$ cat config.mk
export PLATFORM = sky130hd
export DESIGN_NAME = lcs_str_mem
export DESIGN_NICKNAME = d
export VERILOG_FILES = /design/src/lcs_pkg.sv /design/src/lcs_str_mem.sv
export SDC_FILE = /design/constraint.sdc
export NUM_CORES = 1
export LEC_CHECK = 0
export BUFFER_PORTS_ARGS = -buffer_cell sky130_fd_sc_hd__buf_2
export CAP_MARGIN = 0
export CORE_MARGIN = 1.5
export CORE_UTILIZATION = 62
export DETAILED_ROUTE_END_ITERATION = 10
export HOLD_SLACK_MARGIN = 0.12
export PLACE_DENSITY_LB_ADDON = 0.08
export SYNTH_ARGS = -nofsm -noshare
export SYNTH_HDL_FRONTEND = slang
export SYNTH_SLANG_ARGS = --single-unit
$ cat constraint.sdc
create_clock -name clk -period 3.1 [get_ports clk]
set_clock_uncertainty 0.15 [all_clocks]
set_input_delay 0.62 -clock clk [delete_from_list [all_inputs] [get_ports clk]]
set_output_delay 0.62 -clock clk [all_outputs]
set_load 0.1 [all_outputs]
$ cat src/lcs_pkg.sv
`default_nettype none

package lcs_pkg;

    localparam int DEF_MAX_LEN = 64;
    localparam int SYM_W       = 8;
    localparam int CNT_W       = 7;

    localparam logic [1:0] CMD_LOAD_FIRST  = 2'd0;
    localparam logic [1:0] CMD_LOAD_SECOND = 2'd1;
    localparam logic [1:0] CMD_COMPUTE     = 2'd2;

    typedef struct packed {
        logic [1:0]       cmd;
        logic [SYM_W-1:0] symbol;
    } lcs_in_t;

    typedef struct packed {
        logic [SYM_W-1:0] out_symbol;
        logic [CNT_W-1:0] lcs_length;
        logic             is_last;
        logic             is_empty;
    } lcs_out_t;

endpackage

`default_nettype wire

$ cat src/lcs_str_mem.sv
`default_nettype none

module lcs_str_mem #(
    parameter int IDX_W = 6
) (
    input  wire logic                     clk,
    input  wire logic                     wr_en,
    input  wire logic [IDX_W-1:0]         wr_addr,
    input  wire logic [lcs_pkg::SYM_W-1:0] wr_data,
    input  wire logic [IDX_W-1:0]         rd_addr,
    output logic      [lcs_pkg::SYM_W-1:0] rd_data
);
    import lcs_pkg::*;

    localparam int DEPTH = 1 << IDX_W;

    logic [SYM_W-1:0] mem [DEPTH];

    always_ff @(posedge clk)
    begin
        if (wr_en)
        begin
            mem[wr_addr] <= wr_data;
        end
        rd_data <= mem[rd_addr];
    end

endmodule

`default_nettype wire

# == Word-level counts from Yosys, hierarchy flattened ==
# Memory sizes are Yosys's and may differ from the RTL's. A register that Yosys moved wholly into a read port is not among the register bits.
# Index checks and enable logic that the tools add are counted.
# classes
n_addsub,0
multipliers,0
div_mod_pow,0
magnitude_cmp,0
eq_ne,0
shifts,0
muxes,2
bitwise_logic,0
reduce_logical,0
# ops
op,n
$mux 1,2
# totals
reg_bits,0
latchBits,0
mem_bits_rw,512
romBits,0
input_bits,22
out_inout_bits,8
wordCells,3
n_memories,1
# memory_table
memory,depth,width,read_ports,rd_ports_with_merged_regs,write_ports,line_no,text
mem,64,8,1,1,1,lcs_str_mem.sv:17,logic [SYM_W-1:0] mem [DEPTH];

# == Longest topological paths before layout ==
# depth
word_depth,2
depth_mapped,9
depth_no_buf,5

# == Worst setup path after synthesis ==
# Ideal clock, no wire load.
# synth_path
kind,input port to flip-flop
from,input rd_addr[1]
to,register rd_data[3] (netlist name) (read register of mem)
setup_time_ns,0.128
arrival_time_ns,2.160
required_ns,2.822
path_slack_ns,0.662
stages,7
path_buffers,3
cell_sequence,buf_4 -> buf_2 -> buf_2 -> mux4_2 -> mux4_2 -> o21ai_1 -> o41ai_1
# synth_rtl
element,line_no,text
from (decl),lcs_str_mem.sv:10,"input wire logic [IDX_W-1:0] rd_addr,"
to (decl),lcs_str_mem.sv:11,output logic [lcs_pkg::SYM_W-1:0] rd_data

==> impl_metrics.json <==
{
  "hpwl_um": 29600,
  "synth_most_common_cell": "edfxtp_1",
  "start_kind": "primary input",
  "cts_setup_buffers": 0,
  "endpoint_kind": "flop",
  "synth-compound-area-share_pct": 2.07,
  "dr.pass1.iters": 5,
  "max_slew.worst_pin.slew_ns": 1.06,
  "hold_ws_ns": 0.330,
  "cts-root-buf": "clkbuf_16",
  "antenna_found_initial": 0,
  "postRouteAntennaNets": 0,
  "start_util_pct": 63.4,
  "ioPinCount": 30,
  "min_path_type": "primary input to flop",
  "postSynth.asyncResetShare_pct": 0,
  "peakVddDrop_v": 0.000624,
  "h-tree-depth": 2,
  "yosys_warnings": 0,
  "rsz0062_at_grt": "no",
  "cp_max_fo": 23,
  "syn_area_um2": 20200,
  "synth_top_family_by_area": "multiplexers",
  "synth_area_leaders": "edfxtp_1 76%, mux4_2 14%, nor2_1 1.5%",
  "synth_top_area_share_pct": 76.2,
  "tritoncts": "done",
  "pre_cts_slack_ns": -0.122,
  "final_cells": 1568,
  "cts.repair.resized": 0,
  "fmax_mhz": 377,
  "status": "finished clean",
  "die_w_um": 183,
  "crit_arrival_ns": 2.92,
  "drt_iter0_drc": 1216,
  "cp.required_ns": 3.37,
  "p_leak_nw": 7.55,
  "finalHoldViolCount": 0,
  "synth_nets": 962,
  "critical_path_class": "primary input to flop",
  "routed_via_density": 6.49,
  "post-route-period-util_pct": 85.5,
  "grt_first_pass_wirelength_um": 67400,
  "die_area_um2": 33600,
  "dp_cells": 1474,
  "vias": 10183,
  "worst_slack_ns": 0.448,
  "place.gp.congestion": 0.831,
  "synth_fa_ha_area_share_pct": 0,
  "ys.flop_type": "edfxtp_1",
  "routed_wl_um": 45800,
  "avgSynthCellArea_um2": 21.5,
  "total_power_mw": 14.7,
  "drc": 0,
  "grt_max_degree": 65,
  "yosys-top-cells-count": "512 x edfxtp_1, 126 x mux4_2, 83 x nor2_1, 23 x mux2i_1, 19 x nand2_1",
  "cp-startpoint": "rd_addr[0]",
  "synth_edf_count": 512,
  "clkSinkCount": 520,
  "clkLatencyLatePin_ns": 0.56,
  "area_delta_synth_final_pct": 15.3,
  "die_y_um": 183,
  "synth.distinct_cells": 40,
  "setup_tns_ns": 0,
  "path_clk_slew_ns": 0.06,
  "grt.overflow.total": 0,
  "fillers": 1800,
  "grtUsageTotal_pct": 28.5,
  "cts.path.max_buffers": 3,
  "period_minus_slack_ns": 2.65,
  "nets": 1113,
  "drv_slew": 0,
  "regArea_um2": 15500,
  "hold_buffers": 0,
  "drv_cap": 0,
  "syn_inst": 940,
  "slew_headroom_pct": 29.5,
  "synth-simple-area-share_pct": 3.39,
  "finalSetupViolations": 0,
  "numCtsBuffers": 50,
  "drive_gt1_share_pct": 32.4,
  "ys_ff_latch": 520,
  "multi_input_area_um2": 4320,
  "synth_top_cell_by_area": "edfxtp_1",
  "synth-xor-area-share_pct": 0,
  "core_area_um2": 31800,
  "seq_area_frac_synth_pct": 77.0,
  "reg2reg_from": "mem[29][6]",
  "fp-row-count": 65,
  "antenna_cells": 0,
  "p_per_area_nw_per_um2": 634,
  "min-delay-start": "wr_data[3]",
  "routedWlPerCell_um": 29.2,
  "portBuffers": 29,
  "grt_pass1_vias": 10384,
  "synth_mux_area_share_pct": 15.9
}
sequential cells by signal (all words and copies together), names as in the netlist:
| signal | count |
|---|---|
| mem | 512 |
| rd_data | 8 |
worst max-delay path, cell delays in order:
cell	delay (ns)
clkbuf_8	0.34
buf_12	0.22
mux4_2	0.53
mux2_2	0.28
o221a_2	0.28
nor3_1	0.46
o32ai_1	0.18
per-layer routing:
metal / share of wire [%] / track usage, % / up-vias
li1: - / - / 4232
met1: 38 / 40.2 / 5317
met2: 50 / 46.1 / 558
met3: 9.9 / 6.00 / 76
met4: 2.4 / 7.67 / 0
met5: 0 / 0 / -
layout make-up:
type                            count  area share (%)
Clock inverter                     25           0.979
Tap cell                          435            2.34
Multi-Input combinational cell    369            18.6
Timing Repair Buffer              150            5.13
Clock buffer                       69            6.18
Sequential cell                   520            66.8
kinds of logic after synthesis:
logic type,Yosys count
DFF,520
muxes,162
and+or+nand+nor,153
AOI/OAI and AO/OA,54
buffers and inverters,51
power breakdown:
part	internal, mW	switching, mW	leakage, nW
combinational	0.315	0.560	2.06
sequential	7.78	0.0222	4.67
clock	3.57	2.49	0.814
total	11.7	3.08	7.55
worst paths after layout:
check,slack (ns),to,cells after the start
hold / removal,0.33,mem[14][3],1
setup / recovery,0.45,rd_data[6],7
hold reg to reg,0.67,rd_data[4],3
setup reg to reg,0.75,rd_data[6],5
cell usage in the layout (no fill, tap or decap), drive strengths merged, types with 2 or more instances in the layout:
cell type    n
o2111ai      3
a2111oi      2
o32ai        2
mux2i       23
nor2b       14
nand2       19
clkinvlp     3
dfxtp        8
o21a         2
clkbuf      70
a21oi        3
o2bb2ai      3
nand3b       3
nand4        2
o22ai        8
a221oi       6
clkinv      17
edfxtp     512
a211oi       4
o21ai        4
o221a        2
mux2        13
buf        149
o221ai       8
nand3       13
nor3         7
mux4       126
nor4         2
bufinv       4
nor2        83
nand2b       7
a22oi        3
o41ai        2
stage by stage:
step	utilization [%]	area [um^2]
final	73.1	23300
after global routing	73.1	23300
after CTS	73.1	23300
after detailed placement	67.9	21600
after global placement	67.9	21600
after floorplan	-	20200
No activity file was read; power rests on OpenSTA's default activity.
