**config.mk**
```make
export PLATFORM = sky130hd
export DESIGN_NAME = lcs_engine
export DESIGN_NICKNAME = d
export VERILOG_FILES = /design/src/lcs_pkg.sv /design/src/lcs_engine.sv
export SDC_FILE = /design/constraint.sdc
export NUM_CORES = 1
export LEC_CHECK = 0
export ABC_AREA = 1
export BUFFER_PORTS_ARGS = -buffer_cell sky130_fd_sc_hd__buf_2
export CAP_MARGIN = 15
export CORE_AREA = 2 2 105 107
export CTS_BUF_LIST = sky130_fd_sc_hd__clkbuf_16
export DETAILED_ROUTE_END_ITERATION = 10
export DIE_AREA = 0 0 107 109
export GPL_ROUTABILITY_DRIVEN = 0
export PLACE_DENSITY = 0.77
export SLEW_MARGIN = 20
export SYNTH_ARGS = -nofsm -noshare
export SYNTH_HDL_FRONTEND = slang
export SYNTH_SLANG_ARGS = --single-unit
```
**constraint.sdc**
```tcl
create_clock -name clk -period 3.6 [get_ports clk]
set_input_delay 0.54 -clock clk [delete_from_list [all_inputs] [get_ports clk]]
set_output_delay 0.54 -clock clk [all_outputs]
set_load 0.005 [all_outputs]
```
**src/lcs_pkg.sv**
```systemverilog
`default_nettype none

package lcs_pkg;

    localparam int DEF_MAX_LEN = 64;
    localparam int SYM_W       = 8;
    localparam int CNT_W       = 7;

    localparam logic [1:0] CMD_LOAD_FIRST  = 2'd0;
    localparam logic [1:0] CMD_LOAD_SECOND = 2'd1;
    localparam logic [1:0] CMD_COMPUTE     = 2'd2;

    typedef struct packed {
        logic [1:0]       cmd;
        logic [SYM_W-1:0] symbol;
    } lcs_in_t;

    typedef struct packed {
        logic [SYM_W-1:0] out_symbol;
        logic [CNT_W-1:0] lcs_length;
        logic             is_last;
        logic             is_empty;
    } lcs_out_t;

endpackage

`default_nettype wire

```
**src/lcs_engine.sv**
```systemverilog
`default_nettype none

module lcs_engine #(
    parameter int IDX_W   = 6,
    parameter int LEN_W   = 7
) (
    input  wire logic                       clk,
    input  wire logic                       rst_n,
    input  wire logic                       start,
    output logic                            busy,
    input  wire logic [LEN_W-1:0]           first_len,
    input  wire logic [LEN_W-1:0]           second_len,
    output logic      [IDX_W-1:0]           row_addr,
    output logic      [IDX_W-1:0]           col_addr,
    input  wire logic [lcs_pkg::SYM_W-1:0]  first_sym,
    input  wire logic [lcs_pkg::SYM_W-1:0]  second_sym,
    output logic                            tab_wr_en,
    output logic      [2*IDX_W-1:0]         tab_wr_addr,
    output logic      [lcs_pkg::CNT_W-1:0]  tab_wr_data,
    output logic      [2*IDX_W-1:0]         tab_a_addr,
    input  wire logic [lcs_pkg::CNT_W-1:0]  tab_a_data,
    output logic      [2*IDX_W-1:0]         tab_b_addr,
    input  wire logic [lcs_pkg::CNT_W-1:0]  tab_b_data,
    output logic                            result_valid,
    input  wire logic                       result_stall,
    output lcs_pkg::lcs_out_t               result_item
);
    import lcs_pkg::*;

    typedef enum logic [2:0] {
        S_IDLE,
        S_FILL_RD,
        S_FILL_WR,
        S_TOT_RD,
        S_TOT_EV,
        S_WALK_RD,
        S_WALK_EV,
        S_EMPTY
    } state_t;

    state_t           state_reg,     state_next;
    logic [LEN_W-1:0] row_reg,       row_next;
    logic [LEN_W-1:0] col_reg,       col_next;
    logic [CNT_W-1:0] left_reg,      left_next;
    logic [CNT_W-1:0] diag_reg,      diag_next;
    logic [CNT_W-1:0] total_reg,     total_next;
    logic [CNT_W-1:0] cnt_reg,       cnt_next;
    logic             out_valid_reg, out_valid_next;
    lcs_out_t         out_item_reg,  out_item_next;

    logic [LEN_W-1:0] row_inc;
    logic [LEN_W-1:0] col_inc;
    logic [CNT_W-1:0] below;
    logic [CNT_W-1:0] right;
    logic [CNT_W-1:0] fill_val;
    logic [CNT_W-1:0] cnt_inc;
    logic             sym_match;
    logic             slot_free;

    assign row_inc   = row_reg + LEN_W'(1);
    assign col_inc   = col_reg + LEN_W'(1);
    assign cnt_inc   = cnt_reg + CNT_W'(1);
    assign sym_match = (first_sym == second_sym);
    assign slot_free = !out_valid_reg || !result_stall;

    // border cells read as zero
    assign below = (row_inc >= first_len)  ? '0 : tab_a_data;
    assign right = (col_inc >= second_len) ? '0 : tab_b_data;

    always_comb
    begin
        if (sym_match)
        begin
            fill_val = diag_reg + CNT_W'(1);
        end
        else
        begin
            fill_val = (left_reg > below) ? left_reg : below;
        end
    end

    assign row_addr    = row_reg[IDX_W-1:0];
    assign col_addr    = col_reg[IDX_W-1:0];
    assign tab_wr_en   = (state_reg == S_FILL_WR);
    assign tab_wr_addr = {row_reg[IDX_W-1:0], col_reg[IDX_W-1:0]};
    assign tab_wr_data = fill_val;
    assign tab_a_addr  = (state_reg == S_TOT_RD) ? '0
                       : {row_inc[IDX_W-1:0], col_reg[IDX_W-1:0]};
    assign tab_b_addr  = {row_reg[IDX_W-1:0], col_inc[IDX_W-1:0]};

    assign busy         = (state_reg != S_IDLE);
    assign result_valid = out_valid_reg;
    assign result_item  = out_item_reg;

    always_comb
    begin
        state_next     = state_reg;
        row_next       = row_reg;
        col_next       = col_reg;
        left_next      = left_reg;
        diag_next      = diag_reg;
        total_next     = total_reg;
        cnt_next       = cnt_reg;
        out_valid_next = out_valid_reg && result_stall;
        out_item_next  = out_item_reg;

        unique case (state_reg)
            S_IDLE:
            begin
                if (start)
                begin
                    if (first_len == '0 || second_len == '0)
                    begin
                        state_next = S_EMPTY;
                    end
                    else
                    begin
                        row_next   = first_len - LEN_W'(1);
                        col_next   = second_len - LEN_W'(1);
                        left_next  = '0;
                        diag_next  = '0;
                        state_next = S_FILL_RD;
                    end
                end
            end
            S_FILL_RD:
            begin
                state_next = S_FILL_WR;
            end
            S_FILL_WR:
            begin
                left_next = fill_val;
                diag_next = below;
                if (col_reg == '0)
                begin
                    if (row_reg == '0)
                    begin
                        state_next = S_TOT_RD;
                    end
                    else
                    begin
                        row_next   = row_reg - LEN_W'(1);
                        col_next   = second_len - LEN_W'(1);
                        left_next  = '0;
                        diag_next  = '0;
                        state_next = S_FILL_RD;
                    end
                end
                else
                begin
                    col_next   = col_reg - LEN_W'(1);
                    state_next = S_FILL_RD;
                end
            end
            S_TOT_RD:
            begin
                state_next = S_TOT_EV;
            end
            S_TOT_EV:
            begin
                total_next = tab_a_data;
                row_next   = '0;
                col_next   = '0;
                cnt_next   = '0;
                state_next = (tab_a_data == '0) ? S_EMPTY : S_WALK_RD;
            end
            S_WALK_RD:
            begin
                state_next = S_WALK_EV;
            end
            S_WALK_EV:
            begin
                if (sym_match)
                begin
                    if (slot_free)
                    begin
                        out_valid_next           = 1'b1;
                        out_item_next.out_symbol = first_sym;
                        out_item_next.lcs_length = total_reg;
                        out_item_next.is_last    = (cnt_inc == total_reg);
                        out_item_next.is_empty   = 1'b0;
                        cnt_next                 = cnt_inc;
                        row_next                 = row_inc;
                        col_next                 = col_inc;
                        state_next = (cnt_inc == total_reg) ? S_IDLE : S_WALK_RD;
                    end
                end
                else
                begin
                    if (below > right)
                    begin
                        row_next = row_inc;
                    end
                    else
                    begin
                        col_next = col_inc;
                    end
                    state_next = S_WALK_RD;
                end
            end
            S_EMPTY:
            begin
                if (slot_free)
                begin
                    out_valid_next           = 1'b1;
                    out_item_next.out_symbol = '0;
                    out_item_next.lcs_length = '0;
                    out_item_next.is_last    = 1'b1;
                    out_item_next.is_empty   = 1'b1;
                    state_next               = S_IDLE;
                end
            end
            default:
            begin
                state_next = S_IDLE;
            end
        endcase
    end

    always_ff @(posedge clk or negedge rst_n)
    begin
        if (!rst_n)
        begin
            state_reg     <= S_IDLE;
            row_reg       <= '0;
            col_reg       <= '0;
            cnt_reg       <= '0;
            total_reg     <= '0;
            out_valid_reg <= 1'b0;
        end
        else
        begin
            state_reg     <= state_next;
            row_reg       <= row_next;
            col_reg       <= col_next;
            cnt_reg       <= cnt_next;
            total_reg     <= total_next;
            out_valid_reg <= out_valid_next;
        end
    end

    always_ff @(posedge clk)
    begin
        left_reg     <= left_next;
        diag_reg     <= diag_next;
        out_item_reg <= out_item_next;
    end

endmodule

`default_nettype wire

```
# Word level (Yosys, flattened, before mapping)
# Index checks and enable logic that the tools add are counted.
[op_classes]
n_addsub = 8
order_cmp = 4
eq_ne = 20
muxes = 49
n_reduce_logical = 22
[op_table]
columns = ["op", "n"]
rows = [
  ["2-to-1 mux 7 bit", 26],
  ["case mux 7 bit (4 select lines)", 2],
  ["2-to-1 mux 17 bit", 3],
  ["case mux 7 bit (2 select lines)", 3],
  ["logical NOT 7 bit", 5],
  ["case mux 17 bit (2 select lines)", 1],
  ["adder 7 x 1 -> 7 bit (second input constant)", 4],
  ["subtractor 7 x 1 -> 7 bit (second input constant)", 4],
  ["case mux 3 bit (8 select lines)", 1],
  ["2-to-1 mux 3 bit", 7],
  ["greater-or-equal comparator 7 bit", 2],
  ["> comparator 7 bit", 2],
  ["== test 3 bit (second input constant)", 4],
  ["2-to-1 mux 12 bit", 1],
  ["!= test 2 bit (second input constant)", 6],
  ["!= test 3 bit (second input constant)", 4],
  ["AND reduction 3 bit", 3],
  ["== test 8 bit", 1],
  ["== test 7 bit", 1],
  ["AND reduction 7 bit", 1],
  ["== test 3 x 2 -> 1 bit (second input constant)", 2],
  ["AND reduction 6 bit", 1],
  ["nonzero test 2 bit", 3],
  ["2-to-1 mux 2 bit", 2],
  ["other kinds (11)", 14],
]
[totals]
ff_bits = 63
out_inout_bits = 75
wordCells = 115

# Longest topological paths before layout
[logic_depth]
depth_word = 9
ltp_mapped = 24
depth_no_buf = 24

# Worst setup path after synthesis
# OpenSTA, ideal clock, no wires.
[synth_path]
path_type = "reg-to-output"
start = "register row_reg[0]"
end = "output port tab_wr_data[3] (netlist bit)"
t_arrival_ns = 3.199
t_required_ns = 3.060
setup_slack_ns = -0.139
path_stages_with_launch = 23
cell_sequence = "dfrtp_1 ha_1 nand4_1 nor2_1 xor2_1 ha_1 a21o_1 nor2_2 nand2_2 nor2_1 inv_1 ha_1 inv_1 o31ai_1 nand3_1 nand2_1 nand2_1 nand2_4 nand2_2 nand2_1 nand3_1 o21ai_1 inv_2"
[synth_between]
elab_chain_len = 6
[synth_lines]
columns = ["item", "line", "rtl"]
rows = [
  ["from (decl)", "lcs_engine.sv:42", "logic [LEN_W-1:0] row_reg, row_next;"],
  ["from (signal assigned)", "lcs_engine.sv:234", "row_reg <= row_next;"],
  ["adder 7 x 1 -> 7 bit *", "lcs_engine.sv:60", "assign row_inc = row_reg + LEN_W'(1);"],
  ["greater-or-equal comparator 7 bit *", "lcs_engine.sv:67", "assign below = (row_inc >= first_len) ? '0 : tab_a_data;"],
  ["2-to-1 mux 7 bit *", "lcs_engine.sv:67", ""],
  ["> comparator 7 bit", "lcs_engine.sv:78", "fill_val = (left_reg > below) ? left_reg : below;"],
  ["2-to-1 mux 7 bit *", "lcs_engine.sv:78", ""],
  ["2-to-1 mux 7 bit *", "lcs_engine.sv:72", "if (sym_match)"],
  ["to (decl)", "lcs_engine.sv:19", "output logic [lcs_pkg::CNT_W-1:0] tab_wr_data,"],
]
# Every way passes the cells marked *; elsewhere a longest branch is shown, timed or not.

# Worst setup path after layout
[layout_path]
start = "register row_reg[0]"
end = "output port tab_wr_data[4] (netlist bit)"
# The elaborated chain is that of the path after synthesis.

==> results by group <==
Flow run
  – Maxcap violations: 0

Finish
  – Commonest non-fill, non-tap cells in the layout: 148 x nand2_1, 121 x buf_2, 106 x inv_1
  – Max reg flops: 17
  – Share of cells above drive strength 1: 0.337
  – Inserted Diodes: 0
  – Commonest non-fill, non-tap cell in the layout: nand2_1
  – Synth-to-layout area growth: 28.4%
  – Cell area after layout: 0.00665 mm²
  – Layout Nets: 914
  – Finished Layout Cells: 976
  – Util after Layout: 0.627

Global routing
  – First-pass GRT wire length: 20.4 mm
  – Vias in the first global route: 4,447
  – Largest net degree at the start of global routing: 33
  – Initial antenna violation count: 0
  – GRT Util Overall: 0.221
  – Grt total ovfl: 0

Logic synthesis
  – Mapped Nets: 773
  – Avg Cell Area, Syn: 7.51 µm²
  – Synth Flop Type: dfrtp_1
  – Netlist Area Pre-Place: 0.00518 mm²
  – Post-synth cell types: 49
  – Cell count after synthesis: 690
  – Yosys reg bits: 63
  – Ys Warns: 0
  – Async set-reset flop share out of synthesis: 0.508
  – Sequential element share of the synthesized area: 0.334
  – Number of flops mapped to enable cells by yosys: 31

Timing
  – Max Freq: 233 MHz
  – Final hold slack: 274 ps
  – Total negative setup slack: -4620 ps
  – Worst slew margin: 0.489
  – Setup-failing EPs final: 7
  – Fin Clk Skew: 12.8 ps
  – Final min period: 4300 ps
  – Final hold violations: 0
  – Final period util: 1.19
  – Final WS setup: -696 ps
  – Pins Over Slew Limit: 0
  – RSZ-0062 raised after global routing: yes
  – Worst Tran Pin Value: 767 ps

Route
  – Final WL: 13.1 mm
  – Detail Route Antenna Nets: 0
  – Pre-antenna DRT Iters: 5
  – Residual DRC count: 0
  – Via count: 4,876
  – Wire length per cell: 13.4 µm
  – Iteration-0 DRC Markers: 256
  – Via density: 5.00

Clocking
  – Clock transition at the registers of the reported paths: 60 ps
  – Clock Path Buffers: 2
  – CTS tree: yes
  – CTS buffer count: 9
  – Worst skew pair latency: 340 ps
  – H-Tree Depth: 3
  – CTS root buf: clkbuf_16
  – Hold_buf cts: 0
  – Clock sink count: 63

Setup path
  – CP Max Fanout: 7
  – Critical path class: reg2out
  – Setup crit end kind: primary output
  – Setup crit start kind: flop
  – R2R cell count: 22
  – Arr. time, crit path: 3760 ps
  – Reg2reg setup slack: 60 ps
  – FF-to-FF End: left_reg[3]
  – Reg2reg start: row_reg[0]
  – Req. time, crit path: 3060 ps

Power and ir drop
  – Clock power share: 0.175
  – P_int: 3.30 mW
  – Logic pwr share: 0.603
  – Sw frac: 0.446
  – Switching power: 2.66 mW
  – VDD IR max: 0.409 mV
  – Total Power: 5.95 mW
  – Pwr Density: 896 mW/mm²
  – Flop pwr share: 0.223
  – Pleak: 3.55 nW

Outcome
  – Status: finished, violations left
  – Failing checks: negative setup slack

Floorplan
  – Core footprint: 0.0106 mm²
  – Die X: 107 µm
  – Die ar.: 0.0117 mm²
  – IO Pins: 123
  – Std cell rows: 38
  – DIE HEIGHT: 109 µm
  – Starting Density: 0.488

Placement
  – Placed Cells incl. Taps: 950
  – Dpl hpwl: 9.70 mm
  – Dpl ws: -256 ps
  – Placed Area: 0.00599 mm²
  – Input/output buffers: 122

Hold path
  – Worst hold path type: in2async
## power by group through the flow
stage / clock network [mW] / logic, mW / registers (mW)
after floorplan: 0 / 2.22 / 1.31
after global placement: 0 / 3.10 / 1.32
after detailed placement: 0 / 3.16 / 1.32
after CTS: 1.05 / 3.28 / 1.32
after global routing: 1.08 / 4.02 / 1.35
final: 1.04 / 3.59 / 1.33
## cell type report
type | count | area, µm²
sequential | 63 | 1740
multi-input combinational | 467 | 2950
clock inverter | 7 | 128
fill | 918 | 3960
clock buffer | 9 | 225
tap | 140 | 175
timing repair buffer | 169 | 973
inverter | 121 | 462
## Yosys cell counts, types with 2 or more instances
cell,number,area share
nand4_1,7,0.0085
o21ai_2,5,0.0085
or2_1,2,0.0024
ha_1,35,0.085
edfxtp_1,31,0.18
xnor2_1,9,0.015
or2_2,3,0.0036
clkbuf_1,5,0.0036
inv_1,114,0.083
inv_2,4,0.0029
nor3_1,12,0.012
o21ai_0,23,0.022
o221ai_1,4,0.0068
nand2_1,157,0.11
o21ai_1,8,0.0077
buf_4,30,0.043
nand2_2,6,0.0072
a21oi_1,13,0.013
buf_2,2,0.0019
o211ai_1,2,0.0029
o31ai_1,2,0.0029
nor2_4,4,0.0087
nor2_2,7,0.0085
nand3_1,50,0.048
nor4_1,3,0.0036
dfrtp_1,32,0.15
nand3_2,2,0.0039
nor2_1,60,0.043
inv_4,3,0.0036
a31oi_1,2,0.0024
xor2_1,24,0.041
o22ai_1,6,0.0072
o21bai_1,2,0.0029
nand2_4,6,0.013
## cells by family after synthesis
family          after synthesis  share of synthesized area
compound gates               72                     0.0870
xor+xnor                     33                     0.0558
fa+ha+maj                    35                     0.0846
buf+inv                     160                      0.144
flops                        63                      0.334
simple gates                327                      0.294
## repair_timing
| item | CTS | global route |
|---|---|---|
| gates resized for setup | 9 | 47 |
| buffers inserted | 4 | 6 |
| pin swaps | 10 | 30 |
| endpoints found under the setup margin | 7 | 28 |
## worst max-delay path by stage
stage,startpoint,endpoint,slack (ps),cells after the start
after CTS,row_reg[0],tab_wr_data[4],-590,23
after floorplan,row_reg[2],tab_wr_data[3],10,24
after detailed placement,row_reg[1],tab_wr_data[3],-260,23
after global routing,row_reg[0],tab_wr_data[4],-860,23
final,row_reg[0],tab_wr_data[4],-700,23
after global placement,row_reg[1],tab_wr_data[1],-220,23
## critical path, cell delays in order, from the launching register on
cell and delay [ps]:
dfrtp_2 410, ha_4 150, nand4_1 100, nor2_1 130
xor2_1 240, ha_1 290, a21o_1 210, nor2_4 160
nand2_4 90, nor2_4 110, inv_2 60, ha_4 260
inv_2 30, o31ai_2 230, nand3_1 110, nand2_1 120
nand2_2 80, nand2_4 110, buf_6 110, nand3_1 110
nand3_2 100, nand2_2 80, inv_2 50, buf_6 80
## per-layer routing
layer / global-route usage / share of wire / routed length [µm] / vias up
li1: - / - / - / 2467
met1: 0.284 / 0.43 / 5620 / 2236
met2: 0.382 / 0.50 / 6550 / 143
met3: 0.0341 / 0.046 / 605 / 30
met4: 0.0770 / 0.023 / 297 / 0
met5: 0 / 0 / 0 / -
(Power assumes the default switching activity.)
